==> src/design/cbhp_pkg.sv <==
// ----------------------------------------------------------------------------
// cbhp_pkg : shared types and constants of the closest box hit picker
// Controller states, datapath command and status structs.
// ----------------------------------------------------------------------------
`default_nettype none
package cbhp_pkg;

  localparam int CoordW = 32;
  localparam int DirW   = 18;
  localparam int DistW  = 31;

  typedef enum logic [2:0] {
    ST_IDLE,
    ST_LOAD,
    ST_DIV,
    ST_ACC,
    ST_DONE
  } cbhp_state_t;

  typedef struct packed {
    logic       load;      // latch the request
    logic       start;     // launch the division selected by sel
    logic [2:0] sel;       // axis*2 + (0 lo plane, 1 hi plane)
    logic       fold;      // merge the quotient into entry/exit
    logic       acc;       // update the kept hit
    logic       clear;     // reset the kept hit
  } cbhp_cmd_t;

  typedef struct packed {
    logic div_busy;
    logic last;
  } cbhp_sts_t;

endpackage
`default_nettype wire

==> src/design/closest_box_hit_picker_core.sv <==
// ----------------------------------------------------------------------------
// closest_box_hit_picker_core : nearest ray/box hit over a pick
// Slab test per box on a shared serial divider, nearest hit kept.
// ----------------------------------------------------------------------------
//  channel | handshake        | payload
//  in_     | in_valid/stall   | box_min_*, box_max_*, entity_id, last_box
//  out_    | out_valid/stall  | hit_found, hit_entity, hit_distance
//  cfg_    | cfg_valid/ready  | cfg_index, cfg_data
//
// Each box runs six divisions, one after another, on the one-bit-per-cycle
// divider, and the next box is not taken until they are through; a box
// marked last adds a report step.
// A zero direction component skips the divider for the two divisions of its axis.
// Reset clears the kept hit and sets the ray registers to zero; no clearing pass.
// A stalled result is held; the next box is taken meanwhile, and the next
// report waits until the held result is taken.
// ----------------------------------------------------------------------------
`default_nettype none
module closest_box_hit_picker_core
  import cbhp_pkg::*;
#(
  parameter int ID_BITS   = 16,
  parameter int FRAC_BITS = 16
) (
  input  wire logic               clk,
  input  wire logic               rst_n,
  input  wire logic               in_valid,
  output logic                    in_stall,
  input  wire logic [31:0]        in_box_min_x,
  input  wire logic [31:0]        in_box_min_y,
  input  wire logic [31:0]        in_box_min_z,
  input  wire logic [31:0]        in_box_max_x,
  input  wire logic [31:0]        in_box_max_y,
  input  wire logic [31:0]        in_box_max_z,
  input  wire logic [ID_BITS-1:0] in_entity_id,
  input  wire logic               in_last_box,
  output logic                    out_valid,
  input  wire logic               out_stall,
  output logic                    out_hit_found,
  output logic [ID_BITS-1:0]      out_hit_entity,
  output logic [DistW-1:0]        out_hit_distance,
  input  wire logic               cfg_valid,
  output logic                    cfg_ready,
  input  wire logic [2:0]         cfg_index,
  input  wire logic [31:0]        cfg_data
);

  localparam logic [2:0] REG_OX = 3'd0, REG_OY = 3'd1, REG_OZ = 3'd2,
                         REG_DX = 3'd3, REG_DY = 3'd4, REG_DZ = 3'd5;

  logic signed [CoordW-1:0] org_r [3];
  logic signed [DirW-1:0]   dir_r [3];
  logic signed [CoordW-1:0] bmin [3];
  logic signed [CoordW-1:0] bmax [3];
  cbhp_cmd_t cmd;
  cbhp_sts_t sts;

  assign cfg_ready = 1'b1;

  always_ff @(posedge clk) begin
    if (!rst_n) begin
      for (int i = 0; i < 3; i++) begin
        org_r[i] <= '0; dir_r[i] <= '0;
      end
    end else if (cfg_valid) begin
      case (cfg_index)
        REG_OX: org_r[0] <= cfg_data;
        REG_OY: org_r[1] <= cfg_data;
        REG_OZ: org_r[2] <= cfg_data;
        REG_DX: dir_r[0] <= cfg_data[DirW-1:0];
        REG_DY: dir_r[1] <= cfg_data[DirW-1:0];
        REG_DZ: dir_r[2] <= cfg_data[DirW-1:0];
        default: ;
      endcase
    end
  end

  assign bmin[0] = in_box_min_x; assign bmin[1] = in_box_min_y;
  assign bmin[2] = in_box_min_z;
  assign bmax[0] = in_box_max_x; assign bmax[1] = in_box_max_y;
  assign bmax[2] = in_box_max_z;

  cbhp_ctrl u_ctrl (
    .clk(clk), .rst_n(rst_n), .in_valid(in_valid), .in_stall(in_stall),
    .out_valid(out_valid), .out_stall(out_stall), .cmd(cmd), .sts(sts)
  );

  cbhp_dp #(.ID_BITS(ID_BITS), .FRAC_BITS(FRAC_BITS)) u_dp (
    .clk(clk), .rst_n(rst_n), .cmd(cmd), .sts(sts),
    .org(org_r), .dir(dir_r), .bmin(bmin), .bmax(bmax),
    .id_in(in_entity_id), .last_in(in_last_box),
    .hit_found(out_hit_found), .hit_entity(out_hit_entity),
    .hit_distance(out_hit_distance)
  );

endmodule
`default_nettype wire

==> src/design/cbhp_ctrl.sv <==
// ----------------------------------------------------------------------------
// cbhp_ctrl : request sequencer
// Steps the six slab divisions, then the accumulate and, for a box marked last, the report.
// ----------------------------------------------------------------------------
`default_nettype none
module cbhp_ctrl
  import cbhp_pkg::*;
(
  input  wire logic      clk,
  input  wire logic      rst_n,
  input  wire logic      in_valid,
  output logic           in_stall,
  output logic           out_valid,
  input  wire logic      out_stall,
  output cbhp_cmd_t      cmd,
  input  wire cbhp_sts_t sts
);

  cbhp_state_t state_r, state_nxt;
  logic [2:0]  sel_r, sel_nxt;
  logic        ov_r, ov_nxt;
  logic        started_r, started_nxt;

  always_ff @(posedge clk) begin
    if (!rst_n) begin
      state_r <= ST_IDLE; sel_r <= '0; ov_r <= 1'b0; started_r <= 1'b0;
    end else begin
      state_r <= state_nxt; sel_r <= sel_nxt; ov_r <= ov_nxt;
      started_r <= started_nxt;
    end
  end

  assign out_valid = ov_r;

  always_comb begin
    state_nxt = state_r; sel_nxt = sel_r; ov_nxt = ov_r; started_nxt = started_r;
    cmd = '0; cmd.sel = sel_r;
    in_stall = 1'b1;
    if (ov_r && !out_stall) ov_nxt = 1'b0;
    case (state_r)
      ST_IDLE: begin
        in_stall = 1'b0;
        if (in_valid) begin
          cmd.load = 1'b1; state_nxt = ST_LOAD;
        end
      end
      ST_LOAD: begin
        sel_nxt = '0; started_nxt = 1'b0; state_nxt = ST_DIV;
      end
      ST_DIV: begin
        if (!started_r) begin
          cmd.start = 1'b1; started_nxt = 1'b1;
        end else if (!sts.div_busy) begin
          cmd.fold = 1'b1; started_nxt = 1'b0;
          if (sel_r == 3'd5) state_nxt = ST_ACC;
          else sel_nxt = sel_r + 3'd1;
        end
      end
      ST_ACC: begin
        cmd.acc = 1'b1;
        if (sts.last) state_nxt = ST_DONE;
        else state_nxt = ST_IDLE;
      end
      ST_DONE: begin
        if (!ov_r || !out_stall) begin
          ov_nxt = 1'b1; cmd.clear = 1'b1; state_nxt = ST_IDLE;
        end
      end
      default: state_nxt = ST_IDLE;
    endcase
  end

  a_out_after_done: assert property (@(posedge clk) disable iff (!rst_n)
    (state_r == ST_DONE && state_nxt == ST_IDLE) |=> out_valid)
    else $error("result not raised after report");
  a_no_accept_busy: assert property (@(posedge clk) disable iff (!rst_n)
    (state_r != ST_IDLE) |-> in_stall)
    else $error("request taken while busy");
  a_sel_range: assert property (@(posedge clk) disable iff (!rst_n)
    (state_r == ST_DIV) |-> (sel_r <= 3'd5))
    else $error("division index out of range");

endmodule
`default_nettype wire

==> src/design/cbhp_div.sv <==
// ----------------------------------------------------------------------------
// cbhp_div : iterative restoring divider
// Unsigned magnitude division, one quotient bit per cycle.
// ----------------------------------------------------------------------------
`default_nettype none
module cbhp_div #(
  parameter int NW = 49,
  parameter int DW = 17
) (
  input  wire logic          clk,
  input  wire logic          rst_n,
  input  wire logic          start,
  input  wire logic [NW-1:0] num,
  input  wire logic [DW-1:0] den,
  output logic               busy,
  output logic [NW-1:0]      quo
);

  localparam int CW = $clog2(NW + 1);

  logic [NW-1:0] q_r, q_nxt;
  logic [DW:0]   rem_r, rem_nxt;
  logic [DW-1:0] d_r;
  logic [CW-1:0] cnt_r, cnt_nxt;
  logic [DW:0]   sh;

  assign busy = (cnt_r != '0);
  assign quo  = q_r;
  assign sh   = {rem_r[DW-1:0], q_r[NW-1]};

  always_comb begin
    q_nxt = q_r; rem_nxt = rem_r; cnt_nxt = cnt_r;
    if (start) begin
      q_nxt = num; rem_nxt = '0; cnt_nxt = CW'(NW);
    end else if (busy) begin
      cnt_nxt = cnt_r - 1'b1;
      if (sh >= {1'b0, d_r}) begin
        rem_nxt = sh - {1'b0, d_r}; q_nxt = {q_r[NW-2:0], 1'b1};
      end else begin
        rem_nxt = sh; q_nxt = {q_r[NW-2:0], 1'b0};
      end
    end
  end

  always_ff @(posedge clk) begin
    if (!rst_n) cnt_r <= '0;
    else cnt_r <= cnt_nxt;
    q_r <= q_nxt; rem_r <= rem_nxt;
    if (start) d_r <= den;
  end

endmodule
`default_nettype wire

==> src/design/cbhp_dp.sv <==
// ----------------------------------------------------------------------------
// cbhp_dp : slab datapath
// Holds the box, runs the slab divisions and keeps the nearest hit.
// ----------------------------------------------------------------------------
`default_nettype none
module cbhp_dp
  import cbhp_pkg::*;
#(
  parameter int ID_BITS   = 16,
  parameter int FRAC_BITS = 16
) (
  input  wire logic                     clk,
  input  wire logic                     rst_n,
  input  wire cbhp_cmd_t                cmd,
  output cbhp_sts_t                     sts,
  input  wire logic signed [CoordW-1:0] org [3],
  input  wire logic signed [DirW-1:0]   dir [3],
  input  wire logic signed [CoordW-1:0] bmin [3],
  input  wire logic signed [CoordW-1:0] bmax [3],
  input  wire logic [ID_BITS-1:0]       id_in,
  input  wire logic                     last_in,
  output logic                          hit_found,
  output logic [ID_BITS-1:0]            hit_entity,
  output logic [DistW-1:0]              hit_distance
);

  localparam int NW = 33 + FRAC_BITS;
  localparam int DMW = DirW;
  localparam int TW = NW + 2;   // signed slab distance

  logic signed [CoordW-1:0] mn_r [3];
  logic signed [CoordW-1:0] mx_r [3];
  logic [ID_BITS-1:0]       id_r;
  logic                     last_r;
  logic signed [TW-1:0]     ent_r, ext_r, t0_r;
  logic                     miss_r;
  logic                     any_r;
  logic [DistW-1:0]         best_r;
  logic [ID_BITS-1:0]       bid_r;
  logic                     of_r;
  logic [ID_BITS-1:0]       oe_r;
  logic [DistW-1:0]         od_r;

  logic [1:0]               ax;
  logic signed [CoordW:0]   diff;
  logic signed [DirW-1:0]   d;
  logic [NW-1:0]            nmag;
  logic [DMW-1:0]           dmag;
  logic                     neg_r;
  logic                     busy;
  logic [NW-1:0]            quo;
  logic signed [TW-1:0]     tq, tn, tf, t;
  logic [DistW-1:0]         ts;
  logic                     hit;

  assign ax   = cmd.sel[2:1];
  assign d    = dir[ax];
  assign diff = (cmd.sel[0] ? {mx_r[ax][CoordW-1], mx_r[ax]}
                            : {mn_r[ax][CoordW-1], mn_r[ax]})
              - {org[ax][CoordW-1], org[ax]};
  assign nmag = {(diff[CoordW] ? 33'(-diff) : 33'(diff)), {FRAC_BITS{1'b0}}};
  assign dmag = d[DirW-1] ? DMW'(-d) : DMW'(d);

  cbhp_div #(.NW(NW), .DW(DMW)) u_div (
    .clk(clk), .rst_n(rst_n), .start(cmd.start && d != '0),
    .num(nmag), .den(dmag), .busy(busy), .quo(quo)
  );

  assign sts.div_busy = busy;
  assign sts.last     = last_r;

  assign tq = neg_r ? -TW'({2'b00, quo}) : TW'({2'b00, quo});
  assign tn = (t0_r < tq) ? t0_r : tq;
  assign tf = (t0_r < tq) ? tq : t0_r;

  assign hit = !miss_r && ext_r >= 0 && ent_r <= ext_r;
  assign t   = (ent_r >= 0) ? ent_r : ext_r;
  assign ts  = (t > TW'(32'h7FFFFFFF)) ? {DistW{1'b1}} : DistW'(t);

  assign hit_found    = of_r;
  assign hit_entity   = oe_r;
  assign hit_distance = od_r;

  always_ff @(posedge clk) begin
    if (cmd.load) begin
      for (int i = 0; i < 3; i++) begin
        mn_r[i] <= bmin[i]; mx_r[i] <= bmax[i];
      end
      id_r <= id_in; last_r <= last_in;
      ent_r <= -(TW'(1) <<< (TW-2)); ext_r <= TW'(1) <<< (TW-2);
      miss_r <= (bmin[0] > bmax[0]) || (bmin[1] > bmax[1]) || (bmin[2] > bmax[2]);
    end
    if (cmd.start) neg_r <= diff[CoordW] ^ d[DirW-1];
    if (cmd.fold) begin
      if (d == '0) begin
        if (cmd.sel[0] == 1'b0 &&
            !(mn_r[ax] <= org[ax] && org[ax] <= mx_r[ax]))
          miss_r <= 1'b1;
      end else if (cmd.sel[0] == 1'b0) begin
        t0_r <= tq;
      end else begin
        if (tn > ent_r) ent_r <= tn;
        if (tf < ext_r) ext_r <= tf;
      end
    end
    if (cmd.clear) begin
      of_r <= any_r; oe_r <= any_r ? bid_r : '0; od_r <= any_r ? best_r : '0;
    end
  end

  always_ff @(posedge clk) begin
    if (!rst_n || cmd.clear) begin
      any_r <= 1'b0; best_r <= {DistW{1'b1}}; bid_r <= '0;
    end else if (cmd.acc && hit && (!any_r || ts < best_r)) begin
      any_r <= 1'b1; best_r <= ts; bid_r <= id_r;
    end
  end

  a_start_idle: assert property (@(posedge clk) disable iff (!rst_n)
    cmd.start |-> !busy) else $error("divider restarted while busy");
  a_fold_idle: assert property (@(posedge clk) disable iff (!rst_n)
    cmd.fold |-> !busy) else $error("quotient taken early");
  a_acc_clear: assert property (@(posedge clk) disable iff (!rst_n)
    cmd.clear |=> !any_r) else $error("kept hit not cleared");

endmodule
`default_nettype wire

==> config.mk <==
export PLATFORM = sky130hd
export DESIGN_NAME = closest_box_hit_picker_core
export DESIGN_NICKNAME = d
export VERILOG_FILES = /design/src/design/cbhp_pkg.sv /design/src/design/closest_box_hit_picker_core.sv /design/src/design/cbhp_ctrl.sv /design/src/design/cbhp_div.sv /design/src/design/cbhp_dp.sv
export SDC_FILE = /design/constraint.sdc
export NUM_CORES = 2
export LEC_CHECK = 0
export BUFFER_PORTS_ARGS = -buffer_cell sky130_fd_sc_hd__buf_2
export CORE_MARGIN = 2
export CORE_UTILIZATION = 45
export DETAILED_ROUTE_END_ITERATION = 12
export SETUP_SLACK_MARGIN = 0.4
export SLEW_MARGIN = 30
export SYNTH_ARGS = -nofsm -noshare
export SYNTH_HDL_FRONTEND = slang
export SYNTH_SLANG_ARGS = --single-unit
export TNS_END_PERCENT = 50
==> constraint.sdc <==
create_clock -name clk -period 19.2 [get_ports clk]
set_input_delay 1.92 -clock clk [delete_from_list [all_inputs] [get_ports clk]]
set_output_delay 1.92 -clock clk [all_outputs]
set_load 0.05 [all_outputs]
==> reports/results.txt <==
largest net degree at the start of global routing: 161
Synth Cell Area: 43300 um2
postcts setup bufs: 0
crit-path max FO: 113
Avg Cell Area, Syn: 9.10 um2
Final Hold Vio Count: 0
Max-slew headroom: 33.7%
Setup Slack @ Placement: 9.34 ns
Worst Path Required: 19.74 ns
initial antenna violation count: 7
number of CTS-inserted buffers: 83
all-layer global routing usage: 23.8%
max-cap check violation count: 0
core outline area: 95200 um2
area occupied by multi-input gates: 23100 um2
Post-DP HPWL: 90.3 mm
ranking of synthesized cells by area: edfxtp_1, dfxtp_1, ha_1
Seq/Total Area, Yosys: 41.2%
initial DRC count: 2482
CP startpoint kind: flop
top-area cell type share of the netlist area: 25.0%
Initial Util: 45.5%
post-synthesis cell count: 4755
CP max stage cell: buf_4
clock-pin slew on the worst setup and hold paths: 0.06 ns
DIE AREA: 98600 um2
Final Critical Period: 9.71 ns
Clk Tree Root Cell: clkbuf_16
via count: 34200
Skew-Pair Late Insertion Delay: 0.67 ns
1st-pass router iterations: 6
CTS sink cnt: 711
Layout fillers: 8905
outcome: complete, no violations
busiest layer in global routing: met2
GRT met2 Usage: 42.4%
GRT overflow: 0
largest area contributor in the netlist: edfxtp_1
fin. max-slew vios: 0
crit-path most repeated cell: o21ai_0
FF+latch count, synth: 711
Synth Warn #: 0
Final #Nets: 5641
Pwr Density: 102 nW/um2
TritonCTS clock tree: done
H-tree depth: 3
register area: 17900 um2
met3 Use GR: 2.85%
vias in the first global route: 32600
first-pass GRT wire length: 185 mm
# IOs: 300
GPL Wtd Cong: 0.920
Final setup viols: 0
Post-CTS Resized: 0
clk buf depth: 3
final wirelength: 119 mm
critical path data arrival time: 10.25 ns
leakage power: 20.2 nW
FMAX: 103 MHz
worst setup margin: 9.49 ns
ratio of cells with drive above 1 in the final layout: 12.2%
Yosys cell types: 85
hold-fix buffers at CTS: 0
vias per cell: 5.44
hold crit path type: reg -> reg
met1 usage: 30.1%
Syn Nets: 5451
top_reg_cell synth: edfxtp_1
Die Y: 314 um
IO buf count: 298
DR DRC count: 0
Max Clock Skew: 0.0297 ns
max incr delay on CP: 0.65 ns
CP Capture Type: flop
Crit Path Class: reg -> reg
Post-synth EDFFs: 360
worst vdd ir: 0.0702 mV
# rows: 113
Area growth, synth to finish: 12.3%
async set-reset flop share out of synthesis: 0%
RSZ-0062 raised after global routing: no
Least-Margin Pin Slew: 0.995 ns
post-route ant nets: 0
wire length per cell: 19.0 um
Chip Width: 314 um
setup TNS: 0 ns
Final period util: 50.6%
Yosys cell counts, types with 20 or more instances:
cell type	n
o211ai_1	44
edfxtp_1	360
a31oi_1	25
o21a_1	27
mux2i_1	123
inv_1	372
o31ai_1	20
dfxtp_1	351
xor2_1	73
nor2b_1	38
ha_1	445
nand3_1	99
a21boi_0	38
nor3_1	76
a21oi_1	434
mux2_4	24
and2_1	58
o22a_1	33
nor4_1	30
a21o_1	131
o21ai_0	320
nor2_1	300
xnor2_1	58
nand2_1	645
nand4_1	75
buf_1	22
mux2_2	72
clkbuf_1	182
cell usage in the layout (no fill, tap or decap), types with 18 or more instances in the layout:
cell type  count
a21boi_0      38
a21o_1       131
a21oi_1      434
a31oi_1       25
and2_1        58
and3_1        19
buf_2        298
buf_4         33
clkbuf_1      21
clkbuf_16     85
clkinv_2      18
dfxtp_1      346
edfxtp_1     360
ha_1         445
inv_1        370
mux2_2        72
mux2_4        24
mux2i_1      123
nand2_1      645
nand2b_1      18
nand3_1       99
nand4_1       75
nor2_1       298
nor2b_1       38
nor3_1        74
nor4_1        29
o211ai_1      44
o21a_1        27
o21ai_0      320
o22a_1        33
o31ai_1       20
xnor2_1       58
xor2_1        73
critical path, delay by kind of cell, from the launching register on:
kind	cells	cell delay, ns
DFF	1	0.36
xor gates and xnor gates	2	0.83
buffers and inverters	2	1.27
AOI/OAI and AO/OA	16	3.95
and+or+nand+nor	6	1.67
adders and majority gates	2	0.67
muxes	2	0.72
path summary, 6_finish.rpt:
check	startpoint	endpoint	slack, ns	depth (start not counted)
hold reg to reg	org_r[61]$_SDFFE_PN0P_	org_r[61]$_SDFFE_PN0P_	0.45	2
setup / recovery	u_dp.u_div.quo[11]$_SDFFE_PP0N_	u_dp.ext_r[8]$_DFF_P_	9.49	30
setup reg to reg	u_dp.u_div.quo[11]$_SDFFE_PP0N_	u_dp.ext_r[8]$_DFF_P_	9.49	30
hold / removal	org_r[61]$_SDFFE_PN0P_	org_r[61]$_SDFFE_PN0P_	0.45	2
cell type report:
| type | count | area share, % |
|---|---|---|
| multi-input cells | 3441 | 47.7 |
| well taps | 1265 | 3.26 |
| clock buffers | 111 | 4.68 |
| inverters | 374 | 2.91 |
| diodes | 7 | 0.0361 |
| flip-flops and latches | 711 | 36.8 |
| clock inverters | 45 | 0.974 |
| repair buffers | 334 | 3.70 |
per-layer routing:
metal,wire (um),vias up
li1,-,17300
met4,3220,0
met2,59700,689
met5,0,-
met1,52200,16000
met3,4270,168
cells by family after synthesis:
kind of cell             synth area share [%]
AND/OR/NAND/NOR                          15.2
AO/OA/AOI/OAI                            16.7
flip-flops                               41.2
buffers and inverters                    5.38
adder cells (fa/ha/maj)                  13.0
multiplexers                             5.77
XOR/XNOR                                 2.75
other                                 0.00867
through the flow:
step	total power [W]	util (%)	std cells	cell area, um2	hold WS (ns)
after floorplan	0.00293	-	4755	43300	0.436
after CTS	0.00496	51.0	6281	48500	0.454
after detailed placement	0.00336	48.1	6125	45800	0.446
after global placement	0.00334	48.1	6124	45800	0.441
final	0.00493	51.0	6288	48600	0.452
after global routing	0.00523	51.0	6287	48600	0.469
report_power, final:
group	leakage [nW]	total [W]	internal (W)	switching (W)
combinational	12.5	0.00146	0.000538	0.000921
clock	1.35	0.00159	0.000924	0.000662
sequential	6.28	0.00189	0.00177	0.000112
total	20.2	0.00493	0.00324	0.00169
registers in the layout, indices dropped and copies added, names as in the netlist, 3 cells and up, named ones only:
signal             cells
dir_r                 54
org_r                 96
u_ctrl.sel_r           3
u_ctrl.state_r         3
u_dp.best_r           31
u_dp.bid_r            16
u_dp.ent_r            51
u_dp.ext_r            51
u_dp.hit_distance     31
u_dp.hit_entity       16
u_dp.id_r             16
u_dp.mn_r             96
u_dp.mx_r             96
u_dp.t0_r             51
u_dp.u_div.cnt_r       6
u_dp.u_div.d_r        18
u_dp.u_div.quo        49
u_dp.u_div.rem_r      18
(Power assumes the default switching activity.)
